$ cat src/sv/assert_macros.svh
// Assertion macros for the RTL modules of the escape-time pixel block.
// Depends on nothing; each user module supplies i_clk and i_rst_n.
`ifndef ASSERT_MACROS_SVH
`define ASSERT_MACROS_SVH

// Clocked check that is switched off while reset is applied.
`define ASSERT_CLK(label, prop, msg) \
    label: assert property (@(posedge i_clk) disable iff (!i_rst_n) prop) else $error(msg);

// Clocked check that also holds during reset.
`define ASSERT_ALWAYS(label, prop, msg) \
    label: assert property (@(posedge i_clk) prop) else $error(msg);

`endif

$ cat src/sv/mandel_pkg.sv
// Package for the escape-time pixel block: widths, register codes and
// the request/response types of the color divider. Depends on nothing.
package mandel_pkg;

    // Payload widths.
    localparam int COL_W  = 10;
    localparam int ROW_W  = 9;
    localparam int ITER_W = 16;
    localparam int Z_W    = 32;
    localparam int PROD_W = 64;

    // Divider widths: escape step times 255 over max_iter.
    localparam int DVD_W = 24;
    localparam int DVS_W = 16;
    localparam int QUO_W = 8;

    // Configuration register indexes.
    localparam logic [2:0] CFG_X_START  = 3'd0;
    localparam logic [2:0] CFG_Y_START  = 3'd1;
    localparam logic [2:0] CFG_X_STEP   = 3'd2;
    localparam logic [2:0] CFG_Y_STEP   = 3'd3;
    localparam logic [2:0] CFG_MAX_ITER = 3'd4;

    // Divider request and response.
    typedef struct packed {
        logic               start;
        logic [DVD_W-1:0]   dividend;
        logic [DVS_W-1:0]   divisor;
    } t_div_req;

    typedef struct packed {
        logic               done;
        logic [QUO_W-1:0]   quotient;
    } t_div_rsp;

endpackage

$ cat src/sv/mandel_div_unit.sv
// Restoring divider for the color scale: one quotient bit per cycle.
// Depends on mandel_pkg for the request/response types and widths.
module mandel_div_unit (
    input  logic                    i_clk,
    input  logic                    i_rst_n,
    input  mandel_pkg::t_div_req    i_req,
    output mandel_pkg::t_div_rsp    o_rsp
);

    localparam int CNT_W = $clog2(mandel_pkg::QUO_W);

    logic                               r_busy;
    logic                               r_done;
    logic [CNT_W-1:0]                   r_cnt;
    logic [mandel_pkg::DVS_W-1:0]       r_rem;
    logic [mandel_pkg::DVS_W-1:0]       r_dvs;
    logic [mandel_pkg::QUO_W-1:0]       r_quo;

    logic [mandel_pkg::DVS_W:0]         w_shifted;
    logic [mandel_pkg::DVS_W:0]         w_diff;
    logic                               w_ge;

    // The quotient is known to fit in QUO_W bits, so the upper dividend bits
    // start as the partial remainder and only the low bits are walked.
    assign w_shifted = {r_rem, r_quo[mandel_pkg::QUO_W-1]};
    assign w_diff    = w_shifted - {1'b0, r_dvs};
    assign w_ge      = (w_shifted >= {1'b0, r_dvs});

    // Control: busy while stepping, done pulses after the last step.
    always_ff @(posedge i_clk) begin
        if (!i_rst_n) begin
            r_busy <= 1'b0;
            r_done <= 1'b0;
            r_cnt  <= '0;
        end else begin
            r_done <= 1'b0;
            if (i_req.start) begin
                r_busy <= 1'b1;
                r_cnt  <= '0;
            end else if (r_busy) begin
                r_cnt <= r_cnt + 1'b1;
                if (r_cnt == CNT_W'(mandel_pkg::QUO_W - 1)) begin
                    r_busy <= 1'b0;
                    r_done <= 1'b1;
                end
            end
        end
    end

    // Datapath: the low register shifts dividend bits out and quotient bits in.
    always_ff @(posedge i_clk) begin
        if (i_req.start) begin
            r_rem <= i_req.dividend[mandel_pkg::DVD_W-1:mandel_pkg::QUO_W];
            r_quo <= i_req.dividend[mandel_pkg::QUO_W-1:0];
            r_dvs <= i_req.divisor;
        end else if (r_busy) begin
            r_rem <= w_ge ? w_diff[mandel_pkg::DVS_W-1:0]
                          : w_shifted[mandel_pkg::DVS_W-1:0];
            r_quo <= {r_quo[mandel_pkg::QUO_W-2:0], w_ge};
        end
    end

    assign o_rsp.done     = r_done;
    assign o_rsp.quotient = r_quo;

endmodule

$ cat config.mk
export PLATFORM = sky130hd
export DESIGN_NAME = mandel_div_unit
export DESIGN_NICKNAME = d
export VERILOG_FILES = /design/src/sv/assert_macros.svh /design/src/sv/mandel_pkg.sv /design/src/sv/mandel_div_unit.sv
export SDC_FILE = /design/constraint.sdc
export NUM_CORES = 1
export LEC_CHECK = 0
export BUFFER_PORTS_ARGS = -buffer_cell sky130_fd_sc_hd__buf_2
export CAP_MARGIN = 20
export CORE_ASPECT_RATIO = 0.8
export CORE_MARGIN = 5
export CORE_UTILIZATION = 51
export DETAILED_ROUTE_END_ITERATION = 10
export PLACE_DENSITY = 0.77
export SYNTH_ARGS = -nofsm -noshare
export SYNTH_HDL_FRONTEND = slang
export SYNTH_SLANG_ARGS = --single-unit
export TNS_END_PERCENT = 20
$ cat constraint.sdc
create_clock -name i_clk -period 2.1 [get_ports i_clk]
set_input_delay 0.42 -clock i_clk [delete_from_list [all_inputs] [get_ports i_clk]]
set_output_delay 0.42 -clock i_clk [all_outputs]
set_load 0.05 [all_outputs]
==> results.ini, run 1 <==
[critical_path]
crit_type=flop to flop
critPathBufInv=2
arrival_ps=2540
required_ps=2200
cp_slowest_cell=edfxtp_1
path_cells=ha_4, a21o_1, a31oi_4, o21ai_4, a211oi_4, buf_6, buf_8, nand4_1, o311ai_1
start_kind=flop
slowest_delay_ps=450
critPathCaptureType=flop
crit_fanout=12
timing.critical_path.max_delay_family=compound AO/OA/AOI/OAI gates

[status]
status=finished with violations
failed_checks=setup timing

[drt]
antenna_left=0
routed_wl_um=10400
avgRoutedWirePerCell_um=21.3
drt-pass1-iter-count=5
num_vias=3053
drt_iter0_drc=504
drc=0
viasPerCell=6.24

[global_route]
grt_antenna_before_repair=0
grt_pass1_vias=2967
grt_first_pass_wirelength_um=15100
grt_usage=0.267
gr-total-overflow=0
grt_max_degree=26

[floorplanning]
start_util=0.531
core-area_mm2=0.00553
dieWidth_um=94.8
ios=52
rows=24
dieArea_mm2=0.00738
fp.dieH_um=77.9

[synth]
post_synth_inst_count=275
postSynth.asyncResetShare=0
synth_warnings=0
yosysUniqueCellTypes=61
synth_edf_count=40
synthesis.area_mm2=0.00294
synthFlopType=edfxtp_1
syn_avg_cell_area_um2=10.7
synth_seq_cells=45
syn-num-nets=337
synth-seq-area-share=0.443

[sta]
layout_min_cycle_time_ps=2430
worst_pin_slew_ps=652
slew_violations=0
setup_slack_ps=-333
rsz0062_at_grt=true
finClkSkew_ps=4.88
period_share=1.16
setup_violations=17
max_freq_ghz=0.411
whs_ps=267
final-hold-violation-count=0
slew_headroom=0.561

[layout]
fillers=340
drive_gt1_frac=0.526
syn2layout_area_growth_pct=47.8
final_common_cell=buf_4
layout.cells.non_filler=489
finalInstanceArea_mm2=0.00434
nNetsFinal=472
num_antenna_cells=0
final_cell_mix=86 x buf_4, 51 x buf_2, 40 x edfxtp_1, 20 x nand2_1, 15 x inv_1

[place]
placed_area_mm2=0.00367
dpl.cell_count=451
hpwlAfterDp_um=5770
routabilityCongestion=0.932
port_buffers=51

[clock_network]
cts_buffers=5
clk_latency_ps=320
clkSlewWorstSetupHoldPaths_ps=100
cts_tree=done
clk_path_buf_depth=2
htreeDepth=2
ctsHoldBuffers=0
root_buffer=clkbuf_8
cts_sinks=45

[power_and_ir_drop]
power-per-cell-area_mw_per_mm2=1090
leakage_nw=1.84
ir_drop_mv=0.629

[min_path]
min_path_type=input pin to flop

[flow_run]
drv_cap=0

-- layout make-up --
cell class / instances / area, um^2 / area share
clock inverter: 2 / 17.5 / 0.00404
tap: 78 / 97.6 / 0.0225
inverter: 21 / 78.8 / 0.0182
clock buffer: 6 / 93.8 / 0.0216
multi-input combinational: 195 / 1790 / 0.412
sequential: 45 / 1300 / 0.300
timing repair buffer: 142 / 961 / 0.221
-- final timing paths --
path,from,depth (start not counted),endpoint,slack (ps)
worst max register to register,r_rem[11]$_DFFE_PP_,9,r_rem[6]$_DFFE_PP_,-330
worst min-delay path,i_req[1],1,r_dvs[1]$_DFFE_PP_,270
worst max-delay path,r_rem[11]$_DFFE_PP_,9,r_rem[6]$_DFFE_PP_,-330
worst min register to register,r_cnt[1]$_SDFFE_PP0P_,2,r_cnt[1]$_SDFFE_PP0P_,520
-- report_power, final --
part,switching (mW),internal (mW)
Combinational,1.45,1.32
Clock,0.356,0.316
Sequential,0.129,1.16
-- cell usage after synthesis (5+ instances only) --
master,number,share of area
o211ai_1,5,0.013
clkbuf_1,6,0.0077
a21oi_1,13,0.022
nand3_1,6,0.010
nand2b_1,5,0.011
nand2_1,21,0.027
o311ai_1,5,0.015
xnor2_1,8,0.024
dfxtp_1,5,0.034
a31oi_1,8,0.017
nor2_1,12,0.015
nand4_1,6,0.013
mux2_2,8,0.031
o21ai_0,5,0.0085
ha_1,18,0.077
edfxtp_1,40,0.41
nor3_1,5,0.0085
inv_1,21,0.027
o21ai_1,7,0.012
a21o_1,5,0.013
-- per-layer routing --
| layer | share of wire | GRT usage | up-vias |
|---|---|---|---|
| met5 | 0 | 0 | - |
| met4 | 0.048 | 0.124 | 0 |
| met3 | 0.12 | 0.0754 | 56 |
| met2 | 0.46 | 0.422 | 244 |
| met1 | 0.37 | 0.337 | 1440 |
| li1 | - | - | 1313 |
-- cells by family after synthesis --
| family | synth area share |
|---|---|
| AOI/OAI and AO/OA | 0.208 |
| and+or+nand+nor | 0.133 |
| xor gates and xnor gates | 0.0328 |
| muxes | 0.0443 |
| DFF | 0.443 |
| buffers and inverters | 0.0554 |
| adders and majority gates | 0.0835 |
-- stage by stage --
step / worst slack, ps / power (mW) / utilization / TNS (ps)
2_1_floorplan: -342 / 2.53 / - / -2970
3_3_place_gp: -241 / 3.22 / 0.665 / -3680
3_5_place_dp: -291 / 3.28 / 0.665 / -4170
4_1_cts: -279 / 4.24 / 0.747 / -2360
5_1_grt: -411 / 4.92 / 0.785 / -5260
6_report: -333 / 4.73 / 0.785 / -4540
-- state kept, by name (all words and copies together) (netlist names) --
signal	cells
r_quo	8
r_busy	1
r_rem	16
r_cnt	3
r_dvs	16
r_done	1
-- what timing repair did --
item	in CTS	in global routing
cloned	0	0
endpoints found under the setup margin	17	17
pin swaps	35	30
resized for setup	28	28
buffers inserted	21	9
Note: power is estimated with default switching activity, not from simulation.
==> inputs of run 2 (changes only) <==
--- a/config.mk
+++ b/config.mk
@@ -12,6 +12,7 @@
 export CORE_UTILIZATION = 51
 export DETAILED_ROUTE_END_ITERATION = 10
 export PLACE_DENSITY = 0.77
+export RECOVER_POWER = 50
 export SYNTH_ARGS = -nofsm -noshare
 export SYNTH_HDL_FRONTEND = slang
 export SYNTH_SLANG_ARGS = --single-unit
==> results.ini, run 2 (same netlist as run 1, synthesis figures left out) <==
[global_route]
grt_first_pass_wirelength_um=15100  ; unchanged
gr-total-overflow=0  ; unchanged
grt_pass1_vias=2967  ; unchanged
grt_max_degree=26  ; unchanged
grt_usage=0.267  ; unchanged
grt_antenna_before_repair=0  ; unchanged

[power_and_ir_drop]
leakage_nw=1.83  ; was 1.84 nW
power-per-cell-area_mw_per_mm2=1090  ; about the same
p_int_mw=2.80  ; about the same
seqPwrFrac=0.273  ; about the same
p_total_mw=4.73  ; about the same
swShare=0.409  ; was 0.408
p_comb_frac=0.584  ; was 0.585
ir_drop_mv=0.628  ; was 0.629 mV
p_sw_mw=1.93  ; about the same
pwr-share-clk=0.143  ; was 0.142

[sta]
setup_violations=17  ; unchanged
setup_tns_ps=-4640  ; was -4540 ps
max_freq_ghz=0.409  ; was 0.411 GHz
rsz0062_at_grt=true  ; unchanged
setup_slack_ps=-345  ; was -333 ps
worst_pin_slew_ps=684  ; was 652 ps
slew_violations=0  ; unchanged
layout_min_cycle_time_ps=2450  ; was 2430 ps
finClkSkew_ps=5.24  ; was 4.88 ps
period_share=1.16  ; about the same
final-hold-violation-count=0  ; unchanged
slew_headroom=0.544  ; was 0.561

[layout]
drive_gt1_frac=0.516  ; was 0.526
final_common_cell=buf_4  ; unchanged
final_cell_mix=83 x buf_4, 50 x buf_2, 40 x edfxtp_1, 20 x nand2_1, 15 x inv_1  ; was 86 x buf_4, 51 x buf_2, 40 x edfxtp_1, 20 x nand2_1, 15 x inv_1
syn2layout_area_growth_pct=47.4  ; was 47.8%
num_antenna_cells=0  ; unchanged
nNetsFinal=472  ; unchanged
fillers=346  ; was 340
reg.largest.list=r_dvs (16), r_rem (16), r_quo (8)  ; unchanged

[clock_network]
htreeDepth=2  ; unchanged
root_buffer=clkbuf_8  ; unchanged
ctsHoldBuffers=0  ; unchanged
cts_sinks=45  ; unchanged
clk_path_buf_depth=2  ; unchanged
cts_buffers=5  ; unchanged
clkSlewWorstSetupHoldPaths_ps=100  ; about the same
clk_latency_ps=320  ; about the same
cts_tree=done  ; unchanged

[place]
routabilityCongestion=0.932  ; unchanged
hpwlAfterDp_um=5770  ; unchanged
port_buffers=51  ; unchanged

[critical_path]
cp_common_cell=buf_4
r2r_cells=9  ; unchanged
reg2reg_to=r_rem[9]$_DFFE_PP_  ; was r_rem[6]$_DFFE_PP_
timing.critical_path.max_delay_family=buffers and inverters  ; was compound AO/OA/AOI/OAI gates
start_kind=flop  ; unchanged
cp_num_cells=9  ; unchanged
critPathBufInv=3  ; was 2
crit_fanout=6  ; was 12
r2r_slack_ps=-350  ; was -330 ps
cp_slowest_cell=edfxtp_1  ; unchanged
required_ps=2150  ; was 2200 ps
arrival_ps=2490  ; was 2540 ps
cp-endpoint=r_rem[9]$_DFFE_PP_  ; was r_rem[6]$_DFFE_PP_
path_cells=ha_1, nand4_1, nor4b_2, buf_4, o31ai_4, buf_4, buf_6, a41oi_1, o31ai_1  ; was ha_4, a21o_1, a31oi_4, o21ai_4, a211oi_4, buf_6, buf_8, nand4_1, o311ai_1
crit_type=flop to flop  ; unchanged
critPathCaptureType=flop  ; unchanged
cp-startpoint=r_rem[8]$_DFFE_PP_  ; was r_rem[11]$_DFFE_PP_
slowest_delay_ps=450  ; about the same
timing.rr.start=r_rem[8]$_DFFE_PP_  ; was r_rem[11]$_DFFE_PP_

[min_path]
hold_path.startpoint=i_req[1]  ; unchanged
min_path_type=input pin to flop  ; unchanged

[floorplanning]
start_util=0.531  ; unchanged
dieWidth_um=94.8  ; unchanged
rows=24  ; unchanged
dieArea_mm2=0.00738  ; unchanged
core-area_mm2=0.00553  ; unchanged
fp.dieH_um=77.9  ; unchanged
ios=52  ; unchanged

[drt]
drt-pass1-iter-count=5  ; unchanged
viasPerCell=6.30  ; was 6.24
drc=0  ; unchanged
routed_wl_um=10400  ; about the same
avgRoutedWirePerCell_um=21.4  ; was 21.3 um
num_vias=3082  ; was 3053
drt_iter0_drc=565  ; was 504
antenna_left=0  ; unchanged

[status]
status=finished with violations  ; unchanged
failed_checks=setup timing  ; unchanged

[flow_run]
drv_cap=0  ; unchanged

[run 2: worst min path at each step]
stage / endpoint / cells after the start / slack (ps)
6_report: r_dvs[1]$_DFFE_PP_ / 1 / 270
3_5_place_dp: r_cnt[1]$_SDFFE_PP0P_ / 2 / 500
3_3_place_gp: r_cnt[1]$_SDFFE_PP0P_ / 2 / 480
2_1_floorplan: r_cnt[1]$_SDFFE_PP0P_ / 2 / 460
5_1_grt: r_dvs[10]$_DFFE_PP_ / 1 / 250
4_1_cts: r_dvs[1]$_DFFE_PP_ / 1 / 270
[run 2: per-stage QoR]
stage | cell area, um^2 | worst slack (ps) | hold slack, ps | util | std cells
2_1_floorplan | 2950 | -342 | 465 | - | 275
3_3_place_gp | 3670 | -241 | 483 | 0.665 | 451
3_5_place_dp | 3670 | -291 | 501 | 0.665 | 451
4_1_cts | 4130 | -279 | 266 | 0.747 | 480
5_1_grt | 4330 | -411 | 250 | 0.783 | 489
6_report | 4330 | -345 | 267 | 0.783 | 489
[run 2: power by group through the flow]
stage / registers (mW) / clock network [mW] / logic, mW
after floorplan: 1.31 / 0 / 1.22
after global placement: 1.26 / 0 / 1.96
after detailed placement: 1.26 / 0 / 2.02
after CTS: 1.27 / 0.663 / 2.31
after global routing: 1.30 / 0.722 / 2.90
final: 1.29 / 0.675 / 2.76
[run 2: layer usage]
layer / track usage / up-vias / wire (um)
met5: 0 / - / 0
met4: 0.124 / 0 / 606
met3: 0.0754 / 75 / 1150
met2: 0.422 / 257 / 4730
met1: 0.337 / 1433 / 3950
li1: - / 1317 / -
[run 2: area by class of cell]
class	instances	area, um^2	area share
flip-flops and latches	45	1300	0.301
well taps	78	97.6	0.0225
clock inverters	2	17.5	0.00405
multi-input cells	195	1790	0.413
inverters	21	78.8	0.0182
repair buffers	142	950	0.219
clock buffers	6	93.8	0.0217
[run 2: timing repair]
item | in CTS | in global routing
endpoints found under the setup margin | 17 | 17
resized for setup | 28 | 28
pin swaps | 35 | 30
buffers inserted | 21 | 9
==> inputs of run 3 (changes only) <==
==> constraint.sdc (replaced) <==
create_clock -name i_clk -period 2.1 [get_ports i_clk]
set_input_delay 0.525 -clock i_clk [delete_from_list [all_inputs] [get_ports i_clk]]
set_output_delay 0.525 -clock i_clk [all_outputs]
set_load 0.05 [all_outputs]
==> results.ini, run 3 (same netlist as run 1, synthesis figures left out) <==
[status]
status=finished with violations  ; unchanged
failed_checks=setup timing  ; unchanged

[drt]
drt-pass1-iter-count=6  ; was 5
drt_iter0_drc=383  ; was 565
viasPerCell=6.29  ; was 6.30
antenna_left=0  ; unchanged
routed_wl_um=10700  ; was 10400 um
drc=0  ; unchanged
num_vias=2994  ; was 3082
avgRoutedWirePerCell_um=22.6  ; was 21.4 um

[global_route]
grt_pass1_vias=2946  ; was 2967
grt_max_degree=33  ; was 26
grt_first_pass_wirelength_um=15000  ; was 15100 um
gr-usage-met1=0.328  ; was 0.337
met3_usage=0.0745  ; was 0.0754
gr-total-overflow=0  ; unchanged
grt-busiest-layer=met2  ; unchanged
grt_antenna_before_repair=0  ; unchanged
use_met2=0.434  ; was 0.422
grt_usage=0.268  ; was 0.267

[sta]
slew_violations=0  ; unchanged
rsz0062_at_grt=true  ; unchanged
setup_violations=17  ; unchanged
worst_pin_slew_ps=827  ; was 684 ps
finClkSkew_ps=7.05  ; was 5.24 ps
period_share=1.20  ; was 1.16
final-hold-violation-count=0  ; unchanged
setup_slack_ps=-422  ; was -345 ps
layout_min_cycle_time_ps=2520  ; was 2450 ps
slew_headroom=0.449  ; was 0.544
max_freq_ghz=0.397  ; was 0.409 GHz

[power_and_ir_drop]
p_total_mw=4.74  ; was 4.73 mW
power-per-cell-area_mw_per_mm2=1120  ; was 1090 mW/mm^2
leakage_nw=1.76  ; was 1.83 nW
ir_drop_mv=0.749  ; was 0.628 mV

[clock_network]
root_buffer=clkbuf_8  ; unchanged
cts_tree=done  ; unchanged
htreeDepth=2  ; unchanged
clkSlewWorstSetupHoldPaths_ps=110  ; was 100 ps
clk_path_buf_depth=2  ; unchanged
clk_latency_ps=330  ; was 320 ps
cts_sinks=45  ; unchanged
cts_buffers=5  ; unchanged
ctsHoldBuffers=0  ; unchanged

[place]
pre_cts_ws_ps=-310  ; was -291 ps
routabilityCongestion=0.954  ; was 0.932
dpl.cell_count=449  ; was 451
port_buffers=51  ; unchanged
hpwlAfterDp_um=5930  ; was 5770 um

[critical_path]
arrival_ps=2560  ; was 2490 ps
start_kind=flop  ; unchanged
timing.critical_path.max_delay_family=compound AO/OA/AOI/OAI gates  ; was buffers and inverters
crit_type=flop to flop  ; unchanged
cp_slowest_cell=edfxtp_1  ; unchanged
cp_common_cell=inv_2  ; was buf_4
crit_fanout=3  ; was 6
path_cells=inv_2, ha_4, inv_2, fa_2, a211oi_4, o21ai_4, a31oi_4, a21oi_1, xnor2_1, o221ai_1  ; was ha_1, nand4_1, nor4b_2, buf_4, o31ai_4, buf_4, buf_6, a41oi_1, o31ai_1
critPathCaptureType=flop  ; unchanged
slowest_delay_ps=420  ; was 450 ps
critPathBufInv=2  ; was 3
required_ps=2140  ; was 2150 ps

[floorplanning]
dieWidth_um=94.8  ; unchanged
core-area_mm2=0.00553  ; unchanged
fp.dieH_um=77.9  ; unchanged
rows=24  ; unchanged
ios=52  ; unchanged
start_util=0.531  ; unchanged
dieArea_mm2=0.00738  ; unchanged

[layout]
syn2layout_area_growth_pct=43.5  ; was 47.4%
reg.largest.list=r_dvs (16), r_rem (16), r_quo (8)  ; unchanged
drive_gt1_frac=0.485  ; was 0.516
num_antenna_cells=0  ; unchanged
fillers=337  ; was 346
final_common_cell=buf_4  ; unchanged
final_cell_mix=71 x buf_4, 50 x buf_2, 40 x edfxtp_1, 21 x nand2_1, 15 x inv_1  ; was 83 x buf_4, 50 x buf_2, 40 x edfxtp_1, 20 x nand2_1, 15 x inv_1
post-route-util=0.763  ; was 0.783
nNetsFinal=459  ; was 472
layout.cells.non_filler=476  ; was 489

[min_path]
min_path_type=input pin to flop  ; unchanged

[flow_run]
drv_cap=0  ; unchanged

[run 3: cell count changes in the layout (fill, tap and decap cells not counted), moves of 2 or more]
cell and delta:
a21oi_4 +2, inv_6 -2, a21oi_2 -3, buf_4 -12, o21ai_1 +2, o21ai_2 -3
[run 3: worst reg2reg max path, cell delays in order (launching register included)]
cell and delay (ps):
edfxtp_1 420, inv_2 100, ha_4 140, inv_2 40, fa_2 370, a211oi_4 280, o21ai_4 100, a31oi_4 220
a21oi_1 130, xnor2_1 240, o221ai_1 200
[run 3: through the flow]
| stage | setup TNS, ps | cell area, um^2 | hold slack [ps] |
|---|---|---|---|
| floorplan | -2970 | 2950 | 465 |
| global placement | -3710 | 3670 | 480 |
| finish | -4400 | 4220 | 363 |
| global route | -5370 | 4220 | 357 |
| detailed placement | -4350 | 3670 | 510 |
| CTS | -1930 | 4070 | 369 |
[run 3: path summary, 6_finish.rpt]
path | startpoint | end | slack [ps] | cells past startpoint
max | r_quo[7]$_DFFE_PP_ | r_rem[12]$_DFFE_PP_ | -420 | 10
min | i_req[5] | r_dvs[5]$_DFFE_PP_ | 360 | 1
max reg2reg | r_quo[7]$_DFFE_PP_ | r_rem[12]$_DFFE_PP_ | -420 | 10
min reg2reg | r_cnt[1]$_SDFFE_PP0P_ | r_cnt[1]$_SDFFE_PP0P_ | 520 | 2
[run 3: metal layers]
metal | vias up | part of all wire
met1 | 1383 | 0.36
met4 | 0 | 0.062
li1 | 1289 | -
met2 | 245 | 0.46
met3 | 77 | 0.12
met5 | - | 0
[run 3: cell type report]
type	count	area [um^2]	share of cell area
clock buffer	6	93.8	0.0223
clock inverter	2	20.0	0.00475
inverter	21	78.8	0.0187
multi-input combinational	196	1790	0.425
sequential	45	1300	0.309
tap	78	97.6	0.0232
timing repair buffer	128	833	0.198
[run 3: timing repair]
item | 4_1_cts | 5_1_grt
buffers inserted | 11 | 7
cloned | 1 | 0
pin swaps | 30 | 22
resized for setup | 34 | 17
endpoints found under the setup margin | 17 | 17
[run 3: power breakdown]
group          total, mW  leakage (nW)  internal [mW]  switching [mW]
Combinational       2.74          1.26           1.26            1.48
Sequential          1.30         0.440           1.16           0.136
Clock              0.698        0.0584          0.318           0.380
